`config.mk`:
```
export PLATFORM = sky130hd
export DESIGN_NAME = utf8_stream_decoder
export DESIGN_NICKNAME = d
export VERILOG_FILES = /design/src/rtl/core/u8d_pkg.sv /design/src/rtl/core/u8d_front.sv /design/src/rtl/core/u8d_back.sv /design/src/rtl/core/utf8_stream_decoder.sv
export SDC_FILE = /design/constraint.sdc
export NUM_CORES = 1
export LEC_CHECK = 0
export ABC_AREA = 1
export BUFFER_PORTS_ARGS = -buffer_cell sky130_fd_sc_hd__buf_2
export CORE_ASPECT_RATIO = 2
export CORE_MARGIN = 1.5
export CORE_UTILIZATION = 53
export DETAILED_ROUTE_END_ITERATION = 16
export GPL_TIMING_DRIVEN = 0
export PLACE_DENSITY = 0.78
export RECOVER_POWER = 50
export SLEW_MARGIN = 25
export SYNTH_ARGS = -nofsm -noshare
export SYNTH_HDL_FRONTEND = slang
export SYNTH_SLANG_ARGS = --single-unit
```
`constraint.sdc`:
```
create_clock -name clk -period 4.41 [get_ports clk]
set_input_delay 0.2205 -clock clk [delete_from_list [all_inputs] [get_ports clk]]
set_output_delay 0.2205 -clock clk [all_outputs]
set_load 0.02 [all_outputs]
```
`src/rtl/core/u8d_pkg.sv`:
```
// ---------------------------------------------------------------------------
// u8d_pkg: UTF-8 stream decoder shared definitions
// Transaction payload types, queue entry type and the lead byte classifier.
// ---------------------------------------------------------------------------
package u8d_pkg;

    localparam int          QUEUE_DEPTH   = 2;
    localparam logic [31:0] INVALID_RESET = 32'h0000_FFFD;

    // sequence length codes given by a lead byte
    localparam logic [2:0] LEN_BAD  = 3'd0;
    localparam logic [2:0] LEN_ONE  = 3'd1;
    localparam logic [2:0] LEN_TWO  = 3'd2;
    localparam logic [2:0] LEN_THREE = 3'd3;
    localparam logic [2:0] LEN_FOUR = 3'd4;

    typedef struct packed {
        logic [7:0] byte_in;
        logic       end_of_input;
    } in_t;

    typedef struct packed {
        logic [31:0] code_point;
        logic [2:0]  bytes_used;
        logic        is_invalid;
        logic        run_last;
    } out_t;

    // classified byte as it sits in the front queue
    typedef struct packed {
        logic [7:0] byte_in;
        logic       end_of_input;
        logic [2:0] seq_len;
    } q_item_t;

    typedef struct packed {
        logic       busy;
        logic [1:0] held;
    } back_status_t;

    function automatic logic [2:0] lead_len(input logic [7:0] b);
        logic [2:0] res;
        case (b) inside
            [8'h00:8'h7F]: res = LEN_ONE;
            [8'hC0:8'hDF]: res = LEN_TWO;
            [8'hE0:8'hEF]: res = LEN_THREE;
            [8'hF0:8'hF7]: res = LEN_FOUR;
            default:       res = LEN_BAD;
        endcase
        return res;
    endfunction

endpackage

```
`src/rtl/core/u8d_front.sv`:
```
// ---------------------------------------------------------------------------
// u8d_front: input side of the UTF-8 decoder
// Accepts bytes, tags each with the sequence length it would give as a lead,
// and queues them for the decode stage.
// ---------------------------------------------------------------------------
module u8d_front #(
    parameter int QDEPTH = u8d_pkg::QUEUE_DEPTH
) (
    input  logic              clk,
    input  logic              rst_n,
    input  logic              push,
    output logic              full,
    input  u8d_pkg::in_t      in_item,
    output logic              q_valid,
    input  logic              q_pop,
    output u8d_pkg::q_item_t  q_item
);
    import u8d_pkg::*;

    localparam int PW = $clog2(QDEPTH);
    localparam int CW = $clog2(QDEPTH + 1);

    q_item_t         mem_reg [QDEPTH];
    logic [PW-1:0]   wr_ptr_reg, wr_ptr_next;
    logic [PW-1:0]   rd_ptr_reg, rd_ptr_next;
    logic [CW-1:0]   count_reg, count_next;
    logic            wr_en, rd_en;

    assign full    = (count_reg == CW'(QDEPTH));
    assign q_valid = (count_reg != '0);
    assign q_item  = mem_reg[rd_ptr_reg];
    assign wr_en   = push && !full;
    assign rd_en   = q_pop && q_valid;

    always_comb
    begin
        wr_ptr_next = wr_ptr_reg;
        rd_ptr_next = rd_ptr_reg;
        count_next  = count_reg;
        if (wr_en)
        begin
            wr_ptr_next = (wr_ptr_reg == PW'(QDEPTH - 1)) ? '0 : wr_ptr_reg + 1'b1;
        end
        if (rd_en)
        begin
            rd_ptr_next = (rd_ptr_reg == PW'(QDEPTH - 1)) ? '0 : rd_ptr_reg + 1'b1;
        end
        if (wr_en && !rd_en)
        begin
            count_next = count_reg + 1'b1;
        end
        else if (rd_en && !wr_en)
        begin
            count_next = count_reg - 1'b1;
        end
    end

    always_ff @(posedge clk or negedge rst_n)
    begin
        if (!rst_n)
        begin
            wr_ptr_reg <= '0;
            rd_ptr_reg <= '0;
            count_reg  <= '0;
        end
        else
        begin
            wr_ptr_reg <= wr_ptr_next;
            rd_ptr_reg <= rd_ptr_next;
            count_reg  <= count_next;
        end
    end

    always_ff @(posedge clk)
    begin
        if (wr_en)
        begin
            mem_reg[wr_ptr_reg] <= '{byte_in:      in_item.byte_in,
                                     end_of_input: in_item.end_of_input,
                                     seq_len:      lead_len(in_item.byte_in)};
        end
    end

endmodule

```
`src/rtl/core/u8d_back.sv`:
```
// ---------------------------------------------------------------------------
// u8d_back: decode stage of the UTF-8 decoder
// Keeps the pending bytes, emits at most one code point per step into the result
// register and replays the bytes behind a bad lead.
// ---------------------------------------------------------------------------
module u8d_back (
    input  logic                     clk,
    input  logic                     rst_n,
    input  logic                     q_valid,
    output logic                     q_pop,
    input  u8d_pkg::q_item_t         q_item,
    input  logic [31:0]              invalid_value,
    output logic                     empty,
    input  logic                     pop,
    output u8d_pkg::out_t            out_item,
    output u8d_pkg::back_status_t    status
);
    import u8d_pkg::*;

    logic [7:0] hold_reg [3];
    logic [2:0] hlen_reg [3];
    logic [1:0] cnt_reg;
    logic       busy_reg;
    logic       last_reg;
    out_t       out_reg, out_next;
    logic       out_valid_reg;

    logic [7:0]  w   [4];
    logic [2:0]  wl  [4];
    logic [7:0]  ws  [4];
    logic [2:0]  wsl [4];
    logic [2:0]  n, len, used, rem, idx;
    logic        lst, can_emit, active, step, hold_all, bad, cont;
    logic [10:0] cp2;
    logic [15:0] cp3;
    logic [20:0] cp4;
    logic [31:0] cp;

    assign empty    = !out_valid_reg;
    assign out_item = out_reg;
    assign status   = '{busy: busy_reg, held: cnt_reg};
    assign can_emit = !out_valid_reg || pop;
    assign active   = busy_reg || q_valid;
    assign step     = active && can_emit;
    assign q_pop    = step && !busy_reg;

    // window: held bytes, plus the queued byte when not replaying
    always_comb
    begin
        for (int i = 0; i < 3; i++)
        begin
            w[i]  = hold_reg[i];
            wl[i] = hlen_reg[i];
        end
        w[3]  = 8'h00;
        wl[3] = LEN_BAD;
        if (busy_reg)
        begin
            n   = {1'b0, cnt_reg};
            lst = last_reg;
        end
        else
        begin
            w[cnt_reg]  = q_item.byte_in;
            wl[cnt_reg] = q_item.seq_len;
            n           = {1'b0, cnt_reg} + 3'd1;
            lst         = q_item.end_of_input;
        end
    end

    assign len      = wl[0];
    assign hold_all = (len != LEN_BAD) && (len > n) && !lst;

    assign cp2 = {w[0][4:0], w[1][5:0]};
    assign cp3 = {w[0][3:0], w[1][5:0], w[2][5:0]};
    assign cp4 = {w[0][2:0], w[1][5:0], w[2][5:0], w[3][5:0]};

    always_comb
    begin
        bad = 1'b0;
        cp  = {24'h0, w[0]};
        if ((len == LEN_BAD) || (len > n))
        begin
            bad = 1'b1;
        end
        else
        begin
            case (len)
                LEN_TWO:
                begin
                    cp  = {21'h0, cp2};
                    bad = (cp2 < 11'h080);
                end
                LEN_THREE:
                begin
                    cp  = {16'h0, cp3};
                    bad = (cp3 < 16'h0800) || ((cp3 >= 16'hD800) && (cp3 <= 16'hDFFF));
                end
                LEN_FOUR:
                begin
                    cp  = {11'h0, cp4};
                    bad = (cp4 < 21'h01_0000) || (cp4 > 21'h10_FFFF);
                end
                default:
                begin
                    cp  = {24'h0, w[0]};
                    bad = 1'b0;
                end
            endcase
        end
    end

    assign used = bad ? LEN_ONE : len;
    assign rem  = n - used;

    always_comb
    begin
        for (int i = 0; i < 4; i++)
        begin
            idx    = 3'(i) + used;
            ws[i]  = idx[2] ? 8'h00 : w[idx[1:0]];
            wsl[i] = idx[2] ? LEN_BAD : wl[idx[1:0]];
        end
    end

    // another result follows unless nothing is left, or the next lead needs more bytes than are left and input goes on
    assign cont = (rem != 3'd0) && !((wsl[0] != LEN_BAD) && (wsl[0] > rem) && !lst);

    always_comb
    begin
        out_next.code_point = bad ? invalid_value : cp;
        out_next.bytes_used = used;
        out_next.is_invalid = bad;
        out_next.run_last   = !cont;
    end

    always_ff @(posedge clk or negedge rst_n)
    begin
        if (!rst_n)
        begin
            cnt_reg       <= '0;
            busy_reg      <= 1'b0;
            last_reg      <= 1'b0;
            out_valid_reg <= 1'b0;
        end
        else
        begin
            if (step && hold_all)
            begin
                cnt_reg  <= n[1:0];
                busy_reg <= 1'b0;
                if (pop)
                begin
                    out_valid_reg <= 1'b0;
                end
            end
            else if (step)
            begin
                cnt_reg       <= rem[1:0];
                busy_reg      <= cont;
                last_reg      <= lst;
                out_valid_reg <= 1'b1;
            end
            else if (pop)
            begin
                out_valid_reg <= 1'b0;
            end
        end
    end

    always_ff @(posedge clk)
    begin
        if (step)
        begin
            for (int i = 0; i < 3; i++)
            begin
                hold_reg[i] <= hold_all ? w[i]  : ws[i];
                hlen_reg[i] <= hold_all ? wl[i] : wsl[i];
            end
            if (!hold_all)
            begin
                out_reg <= out_next;
            end
        end
    end

endmodule

```
`src/rtl/core/utf8_stream_decoder.sv`:
```
// ---------------------------------------------------------------------------
// utf8_stream_decoder: UTF-8 byte stream to code point decoder
// Front queue classifies lead bytes, back stage assembles and checks
// sequences and substitutes invalid_value for bad or truncated ones.
// ---------------------------------------------------------------------------
//  channel   handshake              payload
//  input     push / full            in_item  (byte_in, end_of_input)
//  result    empty / pop            out_item (code_point, bytes_used,
//                                             is_invalid, run_last)
//  config    cfg_valid / cfg_ready  cfg_data (invalid_value)
//
//  One byte per cycle for valid text while results are popped; a byte that
//  completes nothing gives no result. The back stage emits one result per
//  cycle under the same condition and pops no byte during an error replay.
//  The front queue holds QDEPTH bytes, so input keeps flowing for QDEPTH
//  more bytes while the result register waits on pop; then full rises.
//  cfg_ready is always high.
//  Reset clears the queue and the pending byte count and empties the result register;
//  invalid_value returns to 0xFFFD.
// ---------------------------------------------------------------------------
module utf8_stream_decoder #(
    parameter int QDEPTH = u8d_pkg::QUEUE_DEPTH
) (
    input  logic              clk,
    input  logic              rst_n,
    input  logic              push,
    output logic              full,
    input  u8d_pkg::in_t      in_item,
    output logic              empty,
    input  logic              pop,
    output u8d_pkg::out_t     out_item,
    input  logic              cfg_valid,
    output logic              cfg_ready,
    input  logic [31:0]       cfg_data
);
    import u8d_pkg::*;

    logic         q_valid, q_pop;
    q_item_t      q_item;
    logic [31:0]  invalid_reg;
    back_status_t status;

    assign cfg_ready = 1'b1;

    always_ff @(posedge clk or negedge rst_n)
    begin
        if (!rst_n)
        begin
            invalid_reg <= INVALID_RESET;
        end
        else if (cfg_valid && cfg_ready)
        begin
            invalid_reg <= cfg_data;
        end
    end

    u8d_front #(
        .QDEPTH (QDEPTH)
    ) u_front (
        .clk     (clk),
        .rst_n   (rst_n),
        .push    (push),
        .full    (full),
        .in_item (in_item),
        .q_valid (q_valid),
        .q_pop   (q_pop),
        .q_item  (q_item)
    );

    u8d_back u_back (
        .clk           (clk),
        .rst_n         (rst_n),
        .q_valid       (q_valid),
        .q_pop         (q_pop),
        .q_item        (q_item),
        .invalid_value (invalid_reg),
        .empty         (empty),
        .pop           (pop),
        .out_item      (out_item),
        .status        (status)
    );

    // a replay always has bytes left to decode
    a_busy_has_bytes: assert property (@(posedge clk) disable iff (!rst_n)
        status.busy |-> (status.held != 2'd0))
        else $error("replay active with no pending bytes");

    // a substitute consumes exactly one byte
    a_invalid_one_byte: assert property (@(posedge clk) disable iff (!rst_n)
        (!empty && out_item.is_invalid) |-> (out_item.bytes_used == 3'd1))
        else $error("invalid result consumed more than one byte");

    // decoded values are Unicode scalar values
    a_valid_range: assert property (@(posedge clk) disable iff (!rst_n)
        (!empty && !out_item.is_invalid) |-> ((out_item.code_point <= 32'h0010_FFFF)
            && !((out_item.code_point >= 32'h0000_D800)
            && (out_item.code_point <= 32'h0000_DFFF))))
        else $error("decoded value outside scalar range");

    // the queue is only drained when the back stage is not replaying
    a_no_pop_in_replay: assert property (@(posedge clk) disable iff (!rst_n)
        status.busy |-> !q_pop)
        else $error("queue popped during replay");

endmodule
```
# Word level (Yosys, flattened, before mapping)
# Memory sizes are Yosys's and may differ from the RTL's.
# Index checks and enable logic that the tools add are counted.
[word_totals]
reg_bits = 78
ram_bits = 57
inputBits = 46
out_inout_bits = 40
elab_cells = 160
mem_count = 3
[mem_list]
columns = ["name", "words", "word_bits", "read_ports", "rd_clocked_by_memory_dff", "write_ports", "line", "source"]
rows = [
  ["u_back.hold_reg", 3, 8, 3, 0, 3, "u8d_back.sv:20", "logic [7:0] hold_reg [3];"],
  ["u_front.mem_reg", 2, 12, 1, 0, 1, "u8d_front.sv:23", "q_item_t mem_reg [QDEPTH];"],
  ["u_back.hlen_reg", 3, 3, 3, 0, 3, "u8d_back.sv:21", "logic [2:0] hlen_reg [3];"],
]
[classes]
n_addsub = 8
n_lt_le_gt_ge = 21
eq_ne = 4
muxes = 66
bitwise = 6
reduce_logical = 40
[ops]
columns = ["operator", "n"]
rows = [
  ["$mux 8", 13],
  ["$mux 32", 3],
  ["$pmux 21 s3", 1],
  ["$mux 3", 20],
  ["$bmux 8 s2", 3],
  ["$bwmux 32", 1],
  ["$ge 8x8->1 const B", 3],
  ["$le 8x8->1 const B", 3],
  ["$gt 21x21->1 const B", 1],
  ["$lt 21x17->1 const B", 1],
  ["$bmux 3 s2", 3],
  ["$logic_and 1x1->1", 18],
  ["$demux 8 s2", 1],
  ["$ge 16x16->1 const B", 1],
  ["$le 16x16->1 const B", 1],
  ["$lt 16x12->1 const B", 1],
  ["$mux 1", 13],
  ["$bwmux 12", 1],
  ["$ge 3x3->1 const B", 4],
  ["$mux 12", 1],
  ["$not 2->3", 4],
  ["$lt 11x8->1 const B", 1],
  ["$reduce_bool 3->1", 3],
  ["$ge 8x1->1 const B", 1],
  ["22 further kinds", 43],
]

# Longest topological paths before layout
# Gate-level depths: netlist (run 1).
[logic_depth]
depth_word = 25
ltp_mapped = 31
ltp_nobuf = 29

# Modules after synthesis
# A second synthesis (run 1) with hierarchy kept.
[unflattened]
hier_cells = 910
hier_area_um2 = 7671.1
[modules_own_cells]
columns = ["mod", "instances", "cells_each", "area_per_inst_um2", "seq_area_each_um2"]
rows = [
  ["u8d_back", 1, 673, 5205.0, 2227.1],
  ["utf8_stream_decoder", 1, 138, 1322.5, 819.5],
  ["u8d_front", 1, 99, 1143.6, 820.8],
]

# Least setup slack after synthesis (run 1)
# OpenSTA, ideal clock, no wires.
[synth_timing]
path_kind = "flip-flop to flip-flop"
from = "reg u_back.out_valid_reg"
to = "reg u_back.cnt_reg[0]"
setup_ns = 0.100
t_arrival_ns = 4.482
t_required_ns = 4.310
setup_slack_ns = -0.172
path_stages_with_launch = 8
n_path_buf = 0
synth_period_minus_slack_ns = 4.582
path_cell_list = "dfrtp_1 -> inv_1 -> nor2_1 -> nor2_1 -> inv_1 -> nor2_1 -> inv_1 -> o221ai_1"
[synth_via]
elab_chain_len = 5
word_cells_on_any_way = 6
classes_between = "1 x mux; 5 x reduce/logical"
[synth_lines]
columns = ["item", "line", "source"]
rows = [
  ["from (decl)", "u8d_back.sv:26", "logic out_valid_reg;"],
  ["from (signal assigned)", "u8d_back.sv:144", "out_valid_reg <= 1'b0;"],
  ["from (signal assigned)", "u8d_back.sv:154", "out_valid_reg <= 1'b0;"],
  ["from (signal assigned)", "u8d_back.sv:162", "out_valid_reg <= 1'b1;"],
  ["$logic_not 1->1 (*)", "--", ""],
  ["net empty", "utf8_stream_decoder.sv:29", "output logic empty,"],
  ["$logic_or 1x1->1 (*)", "u8d_back.sv:42", "assign can_emit = !out_valid_reg || pop;"],
  ["$logic_and 1x1->1 (*)", "u8d_back.sv:44", "assign step = active && can_emit;"],
  ["net u_back.step", "u8d_back.sv:33", "logic lst, can_emit, active, step, hold_all, bad, cont;"],
  ["$logic_and 1x1->1", "u8d_back.sv:148", "if (step && hold_all)"],
  ["$mux 2 / $reduce_bool 2->1 (equally long branches)", "--", ""],
  ["to (signal assigned)", "u8d_back.sv:150", "cnt_reg <= n[1:0];"],
  ["to (signal assigned)", "u8d_back.sv:159", "cnt_reg <= rem[1:0];"],
  ["to (decl)", "u8d_back.sv:22", "logic [1:0] cnt_reg;"],
]
# The timed path passes the listed nets; every way through them passes the cells marked *.
# A chain may end at the register's enable or synchronous reset.

==> summary.txt, run 1 <==
Run status
  • Status: finished with violations
  • Failing checks: hold timing, capacitance limit, slew limit

Logic synthesis
  • Post-synth top cells: 217 x nand2_1, 106 x o21ai_0, 95 x inv_1
  • Area contributors post-synth: edfxtp_1 37%, nand2_1 11%, dfrtp_1 8.6%
  • Synth area leader: edfxtp_1
  • Share of the synthesized area in the top cell type: 37.4%
  • Post-synth EDFFs: 94
  • Yosys warning total: 0
  • Unique cell type count in the Yosys netlist: 49
  • Mapped cell area: 7540 µm²
  • Flops & latches, synth: 135
  • Seq/Total Area, Yosys: 51.3%
  • Syn Inst Count: 871
  • Most numerous cell in the Yosys netlist: nand2_1
  • Top_reg_cell synth: edfxtp_1
  • Mean Syn Cell Area: 8.66 µm²
  • Async SR Flop Fraction: 30.4%
  • Syn_nets: 931

Cells and area
  • Layout area overhead: 22.6%
  • Largest register FFs: 37
  • Layout cells sized above 1: 20.2%
  • Net count, final: 1,067
  • Diodes inserted: 0

Clock network
  • Clk sink count: 135
  • H-tree levels: 4
  • CTS root buf: clkbuf_16
  • Max Root-Sink Buffers: 2
  • Clk Latency, worst-skew pair: 0.44 ns
  • CTS tree: built
  • Clock transition at path regs: 0.06 ns
  • Num CTS Buffers: 17

STA
  • Tmin final: 4.32 ns
  • Worst-margin pin slew: 2.36 ns
  • Final hold viol count: 6
  • Peak Freq: 232 MHz
  • Worst setup margin: 0.0912 ns
  • Rel. slew slack: -57.2%
  • Clock Skew: 0.0118 ns
  • Setup violators final: 0
  • Hold_ws: -0.00954 ns
  • Period utilisation layout: 97.9%
  • Slew Limit Fails: 42

Placement
  • Setup Slack @ Placement: -0.936 ns
  • HPWL after DPL: 16.7 mm
  • Buffers on Ports: 83
  • GPL Wtd Cong: 1.06

Global routing
  • Largest net degree at the start of global routing: 42
  • Vias in the first global route: 6,974
  • First-pass GRT wire length: 36.1 mm
  • Gr usage total: 32.6%
  • Congestion Overflow GR: 0
  • Initial antenna violation count: 0

Hold path
  • HP Class: in2reg

Drt
  • DR WL/cell: 19.5 µm
  • Detailed-route via count: 7,100
  • Vias per cell: 5.87
  • Total wire length: 23.6 mm
  • Post-route ant nets: 0
  • TritonRoute pass-1 iters: 6
  • Initial DRC count: 775
  • DRC viols: 0

Worst setup path
  • CP Capture Type: flop
  • Worst setup SP type: flop
  • CP max FO: 11
  • WP data required: 4.58 ns
  • Critical path class: reg2reg
  • Worst EP arrival: 4.49 ns

Die
  • Core Rows: 61
  • Die area: 15,000 µm²
  • Starting Density: 54.3%
  • IO Count: 86
  • Core ar.: 13,900 µm²
  • Die Ht: 172 µm
  • Die W: 87.4 µm

Run
  • MaxCap Viol Count: 1
## cell usage in the layout, fill, tap and decap left out, types with 9 or more instances in the layout
cell type | Yosys | final
dfrtp_1 | 26 | 26
clkbuf_16 | 0 | 18
a22oi_1 | 9 | 9
edfxtp_1 | 94 | 94
o211ai_1 | 10 | 10
a21oi_1 | 29 | 29
buf_2 | 10 | 44
inv_1 | 95 | 91
clkbuf_1 | 20 | 66
ha_1 | 13 | 9
o21ai_0 | 106 | 104
o21ai_1 | 22 | 22
nor2_1 | 57 | 53
nand3_1 | 35 | 31
nand2_1 | 217 | 208
nand2_2 | 11 | 16
dfstp_2 | 15 | 15
o22ai_1 | 19 | 19
buf_4 | 5 | 28
## stage by stage
stage	hold slack (ns)	instances	cell area, µm²	util, %	setup TNS, ns
2_1_floorplan	-0.0751	871	7550	-	0
3_3_place_gp	0.410	1143	8200	59.0	-47.24
3_5_place_dp	0.412	1146	8270	59.6	-9.45
4_1_cts	0.00206	1202	9160	65.9	0
5_1_grt	0.00772	1209	9250	66.6	-0.0981
6_report	-0.00954	1209	9250	66.6	0
## per-layer routing
metal / track usage [%] / routed length [µm] / share of wire (%) / vias to the layer above
li1: - / - / - / 3233
met1: 32.0 / 7800 / 33 / 3276
met2: 57.4 / 12200 / 52 / 431
met3: 6.43 / 1550 / 6.6 / 160
met4: 26.4 / 2060 / 8.7 / 0
met5: 0 / 0 / 0 / -
## critical path: stages, from the launching register on
cell	delay (ns)
dfrtp_1	0.38
inv_2	0.10
ha_4	0.17
inv_4	0.05
nor2_8	0.12
nand3_4	0.12
nand2_4	0.11
inv_4	0.06
ha_4	0.24
a21o_1	0.20
o21ai_4	0.18
nand2_1	0.07
inv_1	0.06
nand2_2	0.08
nor2_8	0.13
nand3_4	0.11
inv_1	0.08
buf_2	0.30
ha_1	0.49
inv_1	0.24
clkbuf_2	0.31
a21oi_1	0.18
o21ai_1	0.09
nand3_1	0.09
o21ai_1	0.06
## cell families (layout without fill, tap and decap cells)
group           count (synthesis)  count (layout)  synth area share (%)
xor+xnor                        7               7                 0.813
simple gates                  342             342                  19.7
compound gates                225             225                  17.1
other cells                     1               1                0.0497
fa+ha+maj                      14              14                  2.42
buf+inv                       145             294                  8.39
mux                             2               2                 0.298
flops                         135             135                  51.3
## repair_timing
item                                   4_1_cts  5_1_grt
hold buffers                                 6        0
endpoints found under the hold margin       28        0
pin swaps                                   10       21
cloned                                       0        0
setup endpoints to repair                   14        9
buffers inserted                            18        8
resized for setup                           26       35
## worst paths after layout
kind / endpoint / from / slack (ns) / depth (start not counted)
worst min register to register: invalid_reg[7]$_DFFE_PN1P_ / invalid_reg[7]$_DFFE_PN1P_ / 0.48 / 2
worst min-delay path: invalid_reg[21]$_DFFE_PN0P_ / cfg_data[21] / -0.01 / 3
min in group asynchronous: invalid_reg[23]$_DFFE_PN0P_ / rst_n / 1.03 / 2
max in group asynchronous: u_front.rd_ptr_reg$_DFFE_PN0P_ / rst_n / 1.99 / 2
worst max-delay path: u_back.hold_reg[0][8]$_DFFE_PP_ / u_back.cnt_reg[1]$_DFFE_PN0P_ / 0.09 / 24
worst max register to register: u_back.hold_reg[0][8]$_DFFE_PP_ / u_back.cnt_reg[1]$_DFFE_PN0P_ / 0.09 / 24
## layout make-up
cell class | instances | area (µm²)
inverters | 103 | 397
plain buffers | 41 | 272
multi-input cells | 591 | 3230
well taps | 189 | 236
repair buffers | 118 | 658
clock inverters | 13 | 131
clock buffers | 19 | 454
flip-flops and latches | 135 | 3870
fillers | 1180 | 4640
Power of run 1 is not shown: default switching activity piles up to over one toggle a cycle in this logic, so the estimate is an artifact.
==> inputs of run 2 (changes only) <==
--- a/config.mk
+++ b/config.mk
@@ -9,10 +9,10 @@
 export BUFFER_PORTS_ARGS = -buffer_cell sky130_fd_sc_hd__buf_2
 export CORE_ASPECT_RATIO = 2
 export CORE_MARGIN = 1.5
-export CORE_UTILIZATION = 53
+export CORE_UTILIZATION = 42
 export DETAILED_ROUTE_END_ITERATION = 16
 export GPL_TIMING_DRIVEN = 0
-export PLACE_DENSITY = 0.78
+export PLACE_DENSITY = 0.65
 export RECOVER_POWER = 50
 export SLEW_MARGIN = 25
 export SYNTH_ARGS = -nofsm -noshare
==> summary.txt, run 2 (synthesized netlist as in run 1, its figures left out) <==
Run status
  • Status: finished with violations
  • Failing checks: capacitance limit, slew limit

Clock network
  • H-tree levels: 4 (unchanged)
  • Num CTS Buffers: 17 (unchanged)
  • Max Root-Sink Buffers: 2 (unchanged)
  • CTS root buf: clkbuf_16
  • Clk Latency, worst-skew pair: 0.43 ns (about the same)
  • CTS tree: built
  • Clock transition at path regs: 0.06 ns (about the same)
  • Clk sink count: 135 (unchanged)

STA
  • Period utilisation layout: 97.5% (-0.47 points)
  • Hold_ws: 0.00295 ns (+0.0125 ns)
  • Setup violators final: 0 (unchanged)
  • Worst setup margin: 0.112 ns (+0.0206 ns)
  • Rel. slew slack: -58.2% (-0.96 points)
  • Tmin final: 4.30 ns (-0.0206 ns)
  • Clock Skew: 0.0145 ns (+0.00277 ns)
  • Worst-margin pin slew: 2.37 ns (+0.0144 ns)
  • Final hold viol count: 0 (-6)
  • Peak Freq: 233 MHz (+0.48%)
  • Slew Limit Fails: 59 (+40%)

Worst setup path
  • Critical path class: reg2reg
  • Critical path's top delay family: buffers and inverters
  • CP bufs+invs: 8 (unchanged)
  • Worst path cell trace: inv_2, ha_4, inv_2, nor2_8, buf_4, nand2_1, nand2_4, ha_4, nand2_1, nor2_2, o21ai_2, nand2_1, inv_1, nand2_2, nor2_8, nand3_4, inv_1, buf_2, ha_2, inv_1, buf_2, o211ai_1, nand3_1, o21ai_0
  • CP max FO: 11 (unchanged)
  • WP data required: 4.55 ns (-0.03 ns)
  • Worst EP arrival: 4.44 ns (-0.05 ns)
  • Slowest library cell on the worst path: ha_2
  • Worst setup SP type: flop
  • Slowest cell delay on critical path: 0.44 ns (-0.05 ns)
  • CP Capture Type: flop

Drt
  • Vias per cell: 5.50 (-6.4%)
  • Post-route ant nets: 0 (unchanged)
  • WL met3: 1.13 mm (-27%)
  • DR WL/cell: 19.4 µm (-0.80%)
  • Initial DRC count: 549 (-29%)
  • TritonRoute pass-1 iters: 5 (-1)
  • Uppermost layer routed: met4
  • M1 WL: 8.29 mm (+6.2%)
  • Total wire length: 24.0 mm (+1.6%)
  • Met2 Wirelength: 12.5 mm (+2.8%)
  • Detailed-route via count: 6,808 (-4.1%)
  • DRC viols: 0 (unchanged)

Die
  • Core Rows: 69 (+13%)
  • Core ar.: 17,700 µm² (+27%)
  • Die area: 18,800 µm² (+25%)
  • Die Ht: 193 µm (+12%)
  • Starting Density: 42.6% (-12 points)
  • IO Count: 86 (unchanged)
  • Die W: 97.8 µm (+12%)

Hold path
  • HP Class: in2reg

Cells and area
  • Largest register FFs: 37 (unchanged)
  • Fillers: 1,688 (+43%)
  • Highest-count cells in the layout ignoring fill and taps: 215 x nand2_1, 104 x o21ai_0, 94 x edfxtp_1
  • Finished Cell Area: 9200 µm² (-0.55%)
  • Diodes inserted: 0 (unchanged)
  • Non-filler cells, final: 1,238 (+2.4%)
  • Layout cells sized above 1: 18.7% (-1.5 points)
  • Commonest non-fill, non-tap cell in the layout: nand2_1
  • Layout area overhead: 21.9%
  • Net count, final: 1,072 (+0.47%)

Run
  • MaxCap Viol Count: 2 (+1)

Placement
  • Buffers on Ports: 83 (unchanged)
  • Setup Slack @ Placement: -0.880 ns (+0.0560 ns)
  • Dpl cell area: 8290 µm² (+0.18%)
  • Placed cells: 1,169 (+2.0%)
  • GPL Wtd Cong: 0.983 (-7.6%)
  • HPWL after DPL: 17.7 mm (+5.5%)

Global routing
  • Congestion Overflow GR: 0 (unchanged)
  • Initial antenna violation count: 0 (unchanged)
  • Gr usage total: 25.6% (-7.0 points)
  • First-pass GRT wire length: 36.3 mm (+0.69%)
  • Largest net degree at the start of global routing: 42 (unchanged)
  • Vias in the first global route: 6,757 (-3.1%)
## run 2: stage by stage
| stage | utilization (%) | setup TNS [ns] |
|---|---|---|
| 2_1_floorplan | - | 0 |
| 5_1_grt | 52.0 | -0.0210 |
| 6_report | 52.0 | 0 |
| 3_5_place_dp | 46.8 | -9.30 |
| 3_3_place_gp | 46.5 | -61.90 |
| 4_1_cts | 51.3 | 0 |
## run 2: cell type report
class	count	area, µm²	share of cell area (%)
Buffer	41	258	2.80
Sequential cell	135	3870	42.1
Tap cell	213	267	2.90
Multi-Input combinational cell	591	3160	34.3
Inverter	103	392	4.26
Timing Repair Buffer	123	734	7.99
Clock buffer	22	465	5.06
Clock inverter	10	56.3	0.612
## run 2: path summary, 6_finish.rpt
check	start	slack, ns	cells after the start	endpoint
min	cfg_data[20]	0.003	3	invalid_reg[20]$_DFFE_PN0P_
min reg2reg	invalid_reg[7]$_DFFE_PN1P_	0.48	2	invalid_reg[7]$_DFFE_PN1P_
max	u_back.cnt_reg[0]$_DFFE_PN0P_	0.11	24	u_back.hlen_reg[0][4]$_DFFE_PP_
max reg2reg	u_back.cnt_reg[0]$_DFFE_PN0P_	0.11	24	u_back.hlen_reg[0][4]$_DFFE_PP_
min in group asynchronous	rst_n	1.07	2	u_front.count_reg[0]$_DFFE_PN0P_
max in group asynchronous	rst_n	1.99	2	invalid_reg[16]$_DFFE_PN0P_
## run 2: tightest hold or removal path: cells and delay by family
kind / cells / cell delay (ns)
simple gates: 1 / 0.04
compound gates: 1 / 0.06
buf+inv: 1 / 0.07
## run 2: per-layer routing
layer,vias up,track usage (%)
met5,-,0
met4,0,20.4
met3,122,4.20
met2,310,46.8
met1,3149,25.2
li1,3227,-
## run 2: repair_timing
item | 4_1_cts | 5_1_grt
gates cloned | 0 | 1
gates resized for setup | 22 | 12
setup buffers | 16 | 14
hold buffers | 6 | 1
endpoints found under the hold margin | 11 | 26
setup endpoints to repair | 13 | 11
pin swaps | 9 | 10
Power of run 2 is left out for the same reason.
